[config.mk]
export PLATFORM = sky130hd
export DESIGN_NAME = scpb_ctrl
export DESIGN_NICKNAME = d
export VERILOG_FILES = /design/src/hw/rtl/scpb_pkg.sv /design/src/hw/rtl/scpb_ctrl.sv
export VERILOG_INCLUDE_DIRS = /design/src /design/src/hw/rtl
export SDC_FILE = /design/constraint.sdc
export NUM_CORES = 1
export LEC_CHECK = 0
export BUFFER_PORTS_ARGS = -buffer_cell sky130_fd_sc_hd__buf_2
export CAP_MARGIN = 5
export CORE_AREA = 2 2 41 43
export CTS_CLUSTER_DIAMETER = 80
export DETAILED_ROUTE_END_ITERATION = 12
export DIE_AREA = 0 0 43 45
export PLACE_DENSITY = 0.79
export SYNTH_ARGS = -nofsm -noshare
export SYNTH_HDL_FRONTEND = slang
export SYNTH_SLANG_ARGS = --single-unit
[constraint.sdc]
create_clock -name clk -period 1.6 [get_ports clk]
set_input_delay 0.08 -clock clk [delete_from_list [all_inputs] [get_ports clk]]
set_output_delay 0.08 -clock clk [all_outputs]
set_load 0.02 [all_outputs]
[src/hw/rtl/single_cycle_permutation_builder_macros.svh]
// assertion helpers for the permutation builder
`ifndef SINGLE_CYCLE_PERMUTATION_BUILDER_MACROS_SVH
`define SINGLE_CYCLE_PERMUTATION_BUILDER_MACROS_SVH

// implication checked every clock, off during reset
`define SCPB_ASSERT_IMPL(label, ante, cons, msg) \
    label: assert property (@(posedge clk) disable iff (!rst_n) (ante) |-> (cons)) \
        else $error(msg);

// implication, consequent checked at the next clock
`define SCPB_ASSERT_NEXT(label, ante, cons, msg) \
    label: assert property (@(posedge clk) disable iff (!rst_n) (ante) |=> (cons)) \
        else $error(msg);

`endif

[src/hw/rtl/scpb_pkg.sv]
package scpb_pkg;

    localparam int MAX_LINES  = 32768;
    localparam int LINE_BYTES = 64;
    localparam int IDX_W      = $clog2(MAX_LINES);
    localparam int CNT_W      = IDX_W + 1;
    localparam int ADDR_W     = 48;
    localparam int RND_W      = 31;
    localparam int OFS_W      = $clog2(LINE_BYTES);

    localparam logic [1:0] REQ_INIT = 2'd0;
    localparam logic [1:0] REQ_STEP = 2'd1;
    localparam logic [1:0] REQ_READ = 2'd2;
    localparam logic [1:0] REQ_NOP  = 2'd3;

    localparam logic [1:0] ST_OK    = 2'd0;
    localparam logic [1:0] ST_DONE  = 2'd1;
    localparam logic [1:0] ST_RANGE = 2'd2;

    localparam logic [0:0] REG_LINE_COUNT  = 1'd0;
    localparam logic [0:0] REG_REGION_BASE = 1'd1;

    // controller to datapath
    typedef struct packed {
        logic init_clr;   // clear fill index
        logic fill_wr;    // write fill index to store, advance
        logic div_start;  // load divider with random word; divisor is the step position
        logic div_step;   // one restoring divider step
        logic rd_a;       // read store at address a (i or pos)
        logic rd_b;       // read store at address b (j or next pos)
        logic cap_a;      // capture read data a
        logic cap_b;      // capture read data b
        logic wr_a;       // write captured b at address a
        logic wr_b;       // write captured a at address b
        logic step_dec;   // decrement step position
        logic set_init;   // load step position from count
        logic latch_req;  // take input item position
        logic sel_read;   // addresses a/b are pos/next pos instead of i/j
    } cmd_t;

    // datapath to controller
    typedef struct packed {
        logic fill_last;
        logic div_last;
        logic step_zero;
        logic done;
        logic pos_bad;
    } sts_t;

endpackage

[src/hw/rtl/scpb_ctrl.sv]
`include "single_cycle_permutation_builder_macros.svh"

module scpb_ctrl
(
    input  logic                clk,
    input  logic                rst_n,
    input  logic                in_valid,
    input  logic [1:0]          in_req,
    output logic                in_ready,
    output logic                res_load,
    output logic [1:0]          res_status,
    output logic                res_zero_addr,
    input  logic                res_free,
    output scpb_pkg::cmd_t      cmd,
    input  scpb_pkg::sts_t      sts
);

    typedef enum logic [3:0] {
        S_IDLE, S_FILL, S_DIV, S_SW_RD, S_SW_CAP, S_SW_WR, S_RD_RD, S_RD_CAP, S_RESULT
    } state_t;

    state_t     state_reg, state_next;
    logic [1:0] status_reg, status_next;
    logic       zero_reg, zero_next;

    assign in_ready      = (state_reg == S_IDLE);
    assign res_status    = status_reg;
    assign res_zero_addr = zero_reg;

    always_comb
    begin
        state_next  = state_reg;
        status_next = status_reg;
        zero_next   = zero_reg;
        cmd         = '0;
        res_load    = 1'b0;
        unique case (state_reg)
            S_IDLE:
            begin
                if (in_valid)
                begin
                    cmd.latch_req = 1'b1;
                    status_next   = scpb_pkg::ST_OK;
                    zero_next     = 1'b1;
                    state_next    = S_RESULT;
                    if (in_req == scpb_pkg::REQ_INIT)
                    begin
                        cmd.init_clr = 1'b1;
                        state_next   = S_FILL;
                    end
                    else if (in_req == scpb_pkg::REQ_STEP)
                    begin
                        if (sts.done || sts.step_zero)
                        begin
                            status_next = scpb_pkg::ST_DONE;
                        end
                        else
                        begin
                            cmd.div_start = 1'b1;
                            state_next    = S_DIV;
                        end
                    end
                    else if (in_req == scpb_pkg::REQ_READ)
                    begin
                        state_next = S_RD_RD;
                    end
                end
            end
            S_FILL:
            begin
                cmd.fill_wr = 1'b1;
                if (sts.fill_last)
                begin
                    cmd.set_init = 1'b1;
                    state_next   = S_RESULT;
                end
            end
            S_DIV:
            begin
                cmd.div_step = 1'b1;
                if (sts.div_last)
                begin
                    state_next = S_SW_RD;
                end
            end
            S_SW_RD:
            begin
                cmd.rd_a   = 1'b1;
                cmd.rd_b   = 1'b1;
                state_next = S_SW_CAP;
            end
            S_SW_CAP:
            begin
                cmd.cap_a  = 1'b1;
                cmd.cap_b  = 1'b1;
                state_next = S_SW_WR;
            end
            S_SW_WR:
            begin
                cmd.wr_a     = 1'b1;
                cmd.wr_b     = 1'b1;
                cmd.step_dec = 1'b1;
                state_next   = S_RESULT;
            end
            S_RD_RD:
            begin
                cmd.sel_read = 1'b1;
                if (sts.pos_bad)
                begin
                    status_next = scpb_pkg::ST_RANGE;
                    state_next  = S_RESULT;
                end
                else
                begin
                    cmd.rd_a   = 1'b1;
                    cmd.rd_b   = 1'b1;
                    state_next = S_RD_CAP;
                end
            end
            S_RD_CAP:
            begin
                cmd.sel_read = 1'b1;
                cmd.cap_a    = 1'b1;
                cmd.cap_b    = 1'b1;
                zero_next    = 1'b0;
                state_next   = S_RESULT;
            end
            S_RESULT:
            begin
                if (res_free)
                begin
                    res_load   = 1'b1;
                    state_next = S_IDLE;
                end
            end
            default:
            begin
                state_next = S_IDLE;
            end
        endcase
    end

    always_ff @(posedge clk or negedge rst_n)
    begin
        if (!rst_n)
        begin
            state_reg  <= S_IDLE;
            status_reg <= scpb_pkg::ST_OK;
            zero_reg   <= 1'b1;
        end
        else
        begin
            state_reg  <= state_next;
            status_reg <= status_next;
            zero_reg   <= zero_next;
        end
    end

    `SCPB_ASSERT_IMPL(a_swap_both, cmd.wr_a, cmd.wr_b && cmd.step_dec, "swap writes split")
    `SCPB_ASSERT_NEXT(a_rd_then_cap, state_reg == S_SW_RD, state_reg == S_SW_CAP,
        "swap read not followed by capture")
    `SCPB_ASSERT_IMPL(a_range_zero, res_load && status_reg == scpb_pkg::ST_RANGE, zero_reg,
        "out of range read with address")

endmodule

# [After elaboration in Yosys (flattened, before gate mapping)]
# Cells that the tools add are included.
[op_classes] n_eq_ne=15 n_reduce_logical=11 mux=39
[ops] cell="two-way mux 4 bit" count=9
[ops] cell="one-hot mux 4 bit (8 select lines)" count=1
[ops] cell="two-way mux 1 bit" count=21
[ops] cell="equality test 4 x 3 -> 1 bit, second input constant" count=4
[ops] cell="inequality test 2 bit, second input constant" count=5
[ops] cell="equality test 4 x 2 -> 1 bit, second input constant" count=2
[ops] cell="two-way mux 2 bit" count=4
[ops] cell="one-hot mux 2 bit (2 select lines)" count=2
[ops] cell="OR reduction 2 bit" count=3
[ops] cell="equality test 4 x 1 -> 1 bit, second input constant" count=1
[ops] cell="equality test 4 bit, second input constant" count=1
[ops] cell="zero test 4 bit" count=1
[ops] cell="AND reduction 4 bit" count=1
[ops] cell="nonzero test 2 bit" count=2
[ops] cell="two-way mux 3 bit" count=1
[ops] cell="AND reduction 3 bit" count=1
[ops] cell="equality test 2 x 1 -> 1 bit, second input constant" count=1
[ops] cell="equality test 2 bit, second input constant" count=1
[ops] cell="zero test 2 bit" count=1
[ops] cell="one-hot mux 1 bit (2 select lines)" count=1
[ops] cell="AND reduction 2 bit" count=1
[ops] cell="logical OR 1 bit" count=1
[totals] reg_bits=7 wordCells=68

# [Logic depth before layout (Yosys ltp)]
# Gate-level depths: netlist of the first run.
[logic_depth] depth_word=6 depth_mapped=5 ltp_nobuf=3

# [Worst setup path before layout of the first run]
# Ideal clock, no wire load.
[synth_timing] path_type="register -> output" from="register state_reg[1]" to="output cmd[13] (netlist bit)" required_ns=1.520 stages_incl_launch_ff=5 path_slack_ns=-0.144 arrival_time_ns=1.664 path_buffers=1 cell_sequence="dfrtp_1 > buf_6 > nor4_4 > nand2_2 > nor3_1"
[synth_lines] element="start: declaration" line="scpb_ctrl.sv:22" rtl="state_t state_reg, state_next;"
[synth_lines] element="start signal: assignment" line="scpb_ctrl.sv:153" rtl="state_reg <= state_next;"
[synth_lines] element="end: declaration" line="scpb_ctrl.sv:14" rtl="output scpb_pkg::cmd_t cmd,"

# [Worst setup path in the final report of the first run]
[layout_timing] from="register state_reg[3]" to="output res_load"
[layout_between] elab_chain_cells=2
[layout_rtl] element="equality test 4 bit" line="scpb_ctrl.sv:37" rtl="unique case (state_reg)"
[layout_rtl] element="two-way mux 1 bit" line="scpb_ctrl.sv:37"
[layout_rtl] element="end: declaration" line="scpb_ctrl.sv:10" rtl="output logic res_load,"
# Every way passes these cells.

==> results of run 1 <==
==> synthesized netlist by cell type, drive strengths merged (3+ instances only) <==
master	n	area share, %
a21oi	5	4.2
and2	3	3.1
buf	7	9.0
dfrtp	6	25
inv	5	3.1
nand2	3	2.3
nor2	4	2.5
nor2b	7	7.3
o21ai	4	3.3
==> how the worst max path moves through the flow <==
stage / start / end / cells past startpoint
global placement: state_reg[1] / state_reg[1] / 4
finish: state_reg[3] / res_load / 4
detailed placement: state_reg[0] / state_reg[1] / 3
CTS: state_reg[1] / res_load / 3
floorplan: state_reg[1] / cmd[13] / 4
global route: state_reg[3] / res_load / 4
==> what timing repair did <==
| action | 4_1_cts | 5_1_grt |
|---|---|---|
| setup endpoints to repair | 14 | 13 |
| hold endpoints to repair | 7 | 0 |
| pin swaps | 1 | 4 |
| hold buffers | 1 | 0 |
| setup buffers | 5 | 6 |
| resized for setup | 6 | 9 |
==> per-stage QoR <==
step / setup slack [ns] / power [mW] / cell area, um^2 / std cells
6_report: -0.0397 / 1.55 / 895 / 125
5_1_grt: -0.0859 / 1.65 / 895 / 125
4_1_cts: -0.0145 / 1.36 / 820 / 119
3_5_place_dp: 0.167 / 1.12 / 736 / 109
3_3_place_gp: 0.171 / 1.10 / 736 / 109
2_1_floorplan: 0.0213 / 0.918 / 609 / 69
==> power breakdown <==
group          switching, mW  internal [mW]  leakage [nW]
Clock                 0.0689         0.0954        0.0150
Combinational          0.522          0.524         0.370
Sequential             0.102          0.236        0.0853
==> layer usage <==
metal	routed length [um]	vias up	track usage [%]
met3	96	9	2.00
met4	76	0	14.5
met1	745	319	22.4
met2	826	29	29.1
li1	-	326	-
met5	0	-	0
==> layout make-up <==
cell class,instances,area (um^2)
fillers,132,577
multi-input cells,50,378
well taps,16,20.0
clock buffers,4,26.3
inverters,5,18.8
repair buffers,43,270
flip-flops and latches,7,181
==> worst reg2reg max path: cells and delay by family (launching register included) <==
family / cells / cell delay [ns]
buf+inv: 3 / 0.38
flops: 1 / 0.46
simple gates: 1 / 0.41
compound gates: 2 / 0.16
==> kinds of logic (layout without fill, tap and decap cells) <==
family / after synthesis / count (layout) / share of synthesized area [%]
buffers and inverters: 12 / 52 / 12.1
AOI/OAI and AO/OA: 21 / 21 / 26.1
muxes: 1 / 1 / 1.67
and+or+nand+nor: 28 / 28 / 30.7
DFF: 7 / 7 / 29.4
==> impl_metrics.py, run 1 <==
metrics = {
    "sta": {
        "finalHoldViolations": 0,
        "setup_viol": 2,
        "tightest_slew_ns": 0.374,
        "fin_ws_ns": -0.0397,
        "skew_ns": 0.000295,
        "whs_ns": 0.0340,
        "maxSlewViolCount": 0,
        "tns_ns": -0.0407,
        "finalCritPeriodShare_pct": 102,
        "rsz0062_at_grt": "true",
        "relSlewSlack_pct": 74.7,
        "fmax_mhz": 610,
        "period_needed_ns": 1.64,
    },
    "route": {
        "drt-initial-drc-count": 16,
        "routed-via-count": 683,
        "detail-route-antenna-nets": 0,
        "drt_first_pass_iters": 4,
        "drt-vias-per-instance": 5.46,
        "routedWlPerCell_um": 14.0,
        "totalWireLength_um": 1750,
        "drc": 0,
    },
    "yosys": {
        "synth_edf_count": 0,
        "yosys_warnings": 0,
        "synth_ff_type": "dfrtp_1",
        "ys_seq_area_share_pct": 29.4,
        "synth_fp_nets": 80,
        "syn_area_um2": 599,
        "synthCells": 69,
        "synth_cell_type_count": 34,
        "synth-async-reset-ratio_pct": 100,
        "ys_ff_latch": 7,
        "syn-mean-instance-area_um2": 8.69,
    },
    "job": {
        "drv_cap": 0,
    },
    "global_route": {
        "grt_pass1_vias": 609,
        "grt_usage_pct": 18.2,
        "grt_max_degree": 9,
        "antenna_found_initial": 0,
        "grt_overflow": 0,
        "grt_pass1_wl_um": 2620,
    },
    "setup_path": {
        "critPathSlowestCell": "or4_4",
        "worstRegToRegCells": 6,
        "critical_path.cell_chain": "inv_2 > or4_4 > nor2_4 > buf_6",
        "crit_buf_inv": 2,
        "r2r_setup_slack_ns": 0.12,
        "cp_max_fo": 7,
        "crit_required_ns": 1.52,
        "critPathLaunchType": "register",
        "max_stage_delay_ns": 0.56,
        "r2r_start": "state_reg[1]",
        "cp-end-kind": "output pin",
        "worstSetupPathType": "reg2out",
        "critPathTopFamily": "simple AND/OR/NAND/NOR gates",
        "cp_data_arrival_time_ns": 1.56,
        "r2r_end": "res_zero_addr",
    },
    "min_path": {
        "whs_path_depth": 2,
        "hold_class": "in2reg",
        "min_from": "res_free",
        "min_to": "state_reg[3]",
    },
    "power_and_ir_drop": {
        "ir_worst_vdd_mv": 0.702,
        "p_per_area_nw_per_um2": 1730,
        "p_leak_nw": 0.470,
    },
    "clocking": {
        "cts_tree": "yes",
        "cts_sinks": 7,
        "htreeDepth": 1,
        "numCtsBuffers": 3,
        "clk_pin_slew_ns": 0.05,
        "clock-root-buffer": "clkbuf_4",
        "clockBufferDepth": 2,
        "clk_latency_ns": 0.26,
    },
    "die": {
        "ios": 30,
        "die_y_um": 45,
        "core_area_um2": 1470,
        "fp.dieW_um": 43,
        "die_area_um2": 1940,
        "row_count": 14,
        "initial_core_util_pct": 40.7,
    },
    "place": {
        "place.gp.congestion": 0.840,
        "place_hpwl_um": 1170,
        "port_buffers": 29,
    },
    "finish": {
        "num_antenna_cells": 0,
        "drive_above_1_share_pct": 56.9,
        "final_core_util_pct": 60.8,
        "area_growth_pct": 49.3,
        "final_cell_mix": "25 x buf_2, 15 x buf_4, 5 x nor2b_1, 5 x a21oi_1",
        "largest_register_ffs": 4,
        "layout_commonest_cell": "buf_2",
        "nets": 121,
    },
    "run_status": {
        "status": "finished with violations",
        "failed_checks": "setup timing",
    },
}
(Power assumes the default switching activity.)
==> run 2: changes to the inputs <==
- CORE_AREA: 2 2 41 43 -> 2 2 40 42
- CTS_CLUSTER_SIZE: default -> 20
- DIE_AREA: 0 0 43 45 -> 0 0 42 44
- PLACE_DENSITY: 0.79 -> 0.82
- clock period: 1.6 -> 1.97 ns (I/O delays scaled with it)
==> impl_metrics.py, run 2 (synthesized netlist as in run 1, its figures left out) <==
metrics = {
    "setup_path": {
        "crit_required_ns": 1.87,
        "worstSetupPathType": "reg2out",
        "cp_data_arrival_time_ns": 1.75,
        "critPathLaunchType": "register",
        "cp_max_fo": 12,
        "cp-end-kind": "output pin",
    },
    "global_route": {
        "grt_pass1_wl_um": 2560,
        "grt_max_degree": 13,
        "grt_pass1_vias": 584,
        "grt_overflow": 0,
        "grt_usage_pct": 18.8,
        "antenna_found_initial": 0,
    },
    "power_and_ir_drop": {
        "pwr-share-clk_pct": 13.1,
        "seq_power_share_pct": 25.8,
        "p_per_area_nw_per_um2": 1410,
        "p_int_mw": 0.560,
        "p_comb_share_pct": 61.1,
        "p_switching_mw": 0.522,
        "p_leak_nw": 0.416,
        "p_sw_share_pct": 48.2,
        "ir_worst_vdd_mv": 0.626,
        "power_mw": 1.08,
    },
    "finish": {
        "seqCellArea_um2": 176,
        "multi_input_area_um2": 350,
        "final_cell_mix": "29 x buf_2, 7 x nor2b_1, 6 x dfrtp_1, 5 x a21oi_1",
        "drive_above_1_share_pct": 42.4,
        "area_growth_pct": 28.4,
        "largest_register_ffs": 4,
        "final_area_um2": 769,
        "nets": 111,
        "fillerInstances": 134,
        "final_core_util_pct": 54.2,
        "layout_commonest_cell": "buf_2",
        "num_antenna_cells": 0,
    },
    "route": {
        "totalWireLength_um": 1620,
        "drc": 0,
        "drt-initial-drc-count": 38,
        "routedWlPerCell_um": 14.1,
        "drt-vias-per-instance": 5.48,
        "routed-via-count": 630,
        "detail-route-antenna-nets": 0,
        "drt_first_pass_iters": 4,
    },
    "clocking": {
        "clock-root-buffer": "clkbuf_4",
        "clk_latency_ns": 0.26,
        "htreeDepth": 1,
        "clockBufferDepth": 2,
        "clk_pin_slew_ns": 0.06,
        "cts_tree": "yes",
        "cts_sinks": 7,
        "numCtsBuffers": 3,
    },
    "sta": {
        "tns_ns": 0,
        "setup_viol": 0,
        "relSlewSlack_pct": 73.8,
        "period_needed_ns": 1.85,
        "fin_ws_ns": 0.117,
        "fmax_mhz": 540,
        "maxSlewViolCount": 0,
        "finalCritPeriodShare_pct": 94.0,
        "skew_ns": 0.00341,
        "rsz0062_at_grt": "false",
        "tightest_slew_ns": 0.387,
        "finalHoldViolations": 0,
    },
    "run_status": {
        "status": "completed",
    },
    "place": {
        "place.gp.congestion": 0.879,
        "port_buffers": 29,
        "place_hpwl_um": 1180,
        "dp_slack_ns": 0.428,
        "post_dp_cell_area_um2": 718,
    },
    "die": {
        "core_area_um2": 1420,
        "initial_core_util_pct": 42.2,
        "row_count": 14,
        "die_y_um": 44,
        "fp.dieW_um": 42,
        "ios": 30,
        "die_area_um2": 1850,
    },
    "min_path": {
        "hold_class": "in2reg",
    },
    "job": {
        "drv_cap": 0,
    },
}
[run 2: cell count changes in the layout (fill, tap and decap cells not counted), sizes merged]
cell and change:
buf -10
[run 2: timing repair]
item	CTS	global route
setup endpoints to repair	0	1
hold buffers	1	0
buffers inserted	0	2
gates resized for setup	0	0
hold endpoints to repair	7	0
[run 2: stage by stage]
stage	std cells	hold slack, ns
3_5_place_dp	108	-0.0579
5_1_grt	115	0.0541
2_1_floorplan	69	-0.197
3_3_place_gp	108	-0.0637
4_1_cts	113	0.0492
6_report	115	0.0525
[run 2: final cells by class]
cell class,instances,area share (%)
Clock buffer,4,3.41
Timing Repair Buffer,33,23.1
Sequential cell,7,22.9
Tap cell,16,2.60
Multi-Input combinational cell,50,45.5
Inverter,5,2.44
[run 2: power by group through the flow]
stage          Clock [mW]  Combinational (mW)  Sequential, mW
6_report            0.142               0.661           0.279
5_1_grt             0.151               0.716           0.286
2_1_floorplan           0               0.501           0.239
3_5_place_dp            0               0.596           0.277
3_3_place_gp            0               0.588           0.272
4_1_cts             0.144               0.600           0.274
[run 2: per-layer routing]
layer	up-vias	global-route usage (%)	routed length (um)
met5	-	0	0
met4	0	13.5	40
met3	4	2.92	88
met2	24	30.6	761
met1	296	22.7	727
li1	306	-	-
[run 2: path summary, 6_finish.rpt]
check / from / to / slack (ns) / depth (start not counted)
max: state_reg[2] / cmd[11] / 0.12 / 4
min reg2reg: res_status[0] / res_status[0] / 0.50 / 1
max in group asynchronous: rst_n / res_zero_addr / 1.52 / 2
min: res_free / state_reg[3] / 0.05 / 2
min in group asynchronous: rst_n / res_status[1] / 0.22 / 2
max reg2reg: state_reg[2] / res_status[0] / 0.37 / 4
[run 2: critical path: stages, from the launching register on]
cell and delay (ns):
dfrtp_1 0.51, nor4_4 0.48, buf_4 0.19, and3_1 0.15, buf_2 0.16
==> run 3: changes to the inputs <==
- GPL_TIMING_DRIVEN: default -> 0
==> impl_metrics.py, run 3 (synthesized netlist as in run 1, its figures left out) <==
metrics = {
    "die": {
        "initial_core_util_pct": 42.2,
        "row_count": 14,
        "die_y_um": 44,
        "die_area_um2": 1850,
        "ios": 30,
        "fp.dieW_um": 42,
        "core_area_um2": 1420,
    },
    "route": {
        "totalWireLength_um": 1520,
        "drt_first_pass_iters": 4,
        "routedWlPerCell_um": 12.5,
        "drc": 0,
        "drt-vias-per-instance": 5.32,
        "detail-route-antenna-nets": 0,
        "drt-initial-drc-count": 11,
        "routed-via-count": 649,
    },
    "sta": {
        "skew_ns": 0.00133,
        "fin_ws_ns": 0.209,
        "maxSlewViolCount": 0,
        "tightest_slew_ns": 0.451,
        "relSlewSlack_pct": 69.5,
        "rsz0062_at_grt": "false",
        "tns_ns": 0,
        "fmax_mhz": 568,
        "period_needed_ns": 1.76,
        "setup_viol": 0,
        "finalCritPeriodShare_pct": 89.4,
        "finalHoldViolations": 0,
        "whs_ns": 0.0494,
    },
    "setup_path": {
        "max_stage_delay_ns": 0.48,
        "cp-end-kind": "output pin",
        "critPathTopFamily": "simple AND/OR/NAND/NOR gates",
        "critPathLaunchType": "register",
        "worstSetupPathType": "reg2out",
        "cp_max_fo": 8,
        "crit_buf_inv": 2,
        "cp_data_arrival_time_ns": 1.66,
        "critical_path.cell_chain": "nor2b_1 > nor3b_1 > buf_4 > buf_2",
        "critPathSlowestCell": "dfrtp_1",
        "crit_required_ns": 1.87,
    },
    "global_route": {
        "antenna_found_initial": 0,
        "grt_usage_pct": 17.1,
        "grt_max_degree": 11,
        "grt_overflow": 0,
        "grt_pass1_wl_um": 2360,
        "grt_pass1_vias": 561,
    },
    "clocking": {
        "htreeDepth": 1,
        "cts_tree": "yes",
        "clk_pin_slew_ns": 0.05,
        "clock-root-buffer": "clkbuf_4",
        "cts_sinks": 7,
        "clockBufferDepth": 2,
        "numCtsBuffers": 3,
        "clk_latency_ns": 0.26,
    },
    "finish": {
        "layout_commonest_cell": "buf_2",
        "largest_register_ffs": 4,
        "num_antenna_cells": 0,
        "drive_above_1_share_pct": 46.2,
        "area_growth_pct": 37.4,
        "fillerInstances": 139,
        "final_cell_mix": "30 x buf_2, 8 x buf_4, 7 x nor2b_1, 6 x dfrtp_1, 5 x a21oi_1",
        "final_area_um2": 823,
        "nets": 118,
    },
    "run_status": {
        "status": "completed",
    },
    "power_and_ir_drop": {
        "p_per_area_nw_per_um2": 1380,
        "p_leak_nw": 0.454,
        "ir_worst_vdd_mv": 0.624,
    },
    "place": {
        "place.gp.congestion": 0.772,
        "post_dp_cell_area_um2": 764,
        "place_hpwl_um": 1090,
        "port_buffers": 29,
        "dp_slack_ns": 0.403,
    },
    "job": {
        "drv_cap": 0,
    },
    "min_path": {
        "hold_class": "in2reg",
    },
}
run 3: changes by cell type in the layout (fill, tap and decap cells not counted), sizes merged:
cell	delta
buf	+7
run 3: routing by layer:
metal | vias to the layer above | global-route usage (%) | share of wire, %
li1 | 319 | - | -
met1 | 302 | 22.2 | 44
met2 | 23 | 26.9 | 49
met3 | 5 | 2.50 | 5.1
met4 | 0 | 10.3 | 2.0
met5 | - | 0 | 0
run 3: layout make-up:
cell class	count	area (um^2)	share of cell area, %
plain buffers	7	53.8	6.53
clock buffers	4	26.3	3.19
inverters	5	18.8	2.28
multi-input cells	50	350	42.6
flip-flops and latches	7	176	21.4
well taps	16	20.0	2.43
repair buffers	33	178	21.6
run 3: worst paths after layout:
kind	startpoint	end	slack, ns	depth (start not counted)
worst max-delay path	state_reg[3]	cmd[7]	0.21	4
worst min-delay path	res_free	state_reg[3]	0.05	2
worst max register to register	state_reg[0]	res_status[0]	0.53	4
worst min register to register	res_status[0]	res_status[0]	0.50	1
max in group asynchronous	rst_n	res_zero_addr	1.52	2
min in group asynchronous	rst_n	state_reg[1]	0.21	2
run 3: per-stage QoR:
| step | std cells | utilization [%] | total power [mW] |
|---|---|---|---|
| 6_report | 122 | 58.0 | 1.13 |
| 3_3_place_gp | 114 | 53.9 | 0.898 |
| 4_1_cts | 119 | 56.4 | 1.06 |
| 3_5_place_dp | 114 | 53.9 | 0.912 |
| 2_1_floorplan | 69 | - | 0.740 |
| 5_1_grt | 122 | 58.0 | 1.21 |
run 3: report_power, final:
group | switching (mW) | internal (mW)
registers | 0.0409 | 0.186
logic | 0.422 | 0.348
clock network | 0.0600 | 0.0777
run 3: what timing repair did:
| action | CTS | global route |
|---|---|---|
| endpoints found under the hold margin | 7 | 0 |
| resized for setup | 0 | 0 |
| buffers inserted | 0 | 3 |
| hold buffers | 1 | 0 |
| setup endpoints to repair | 0 | 1 |
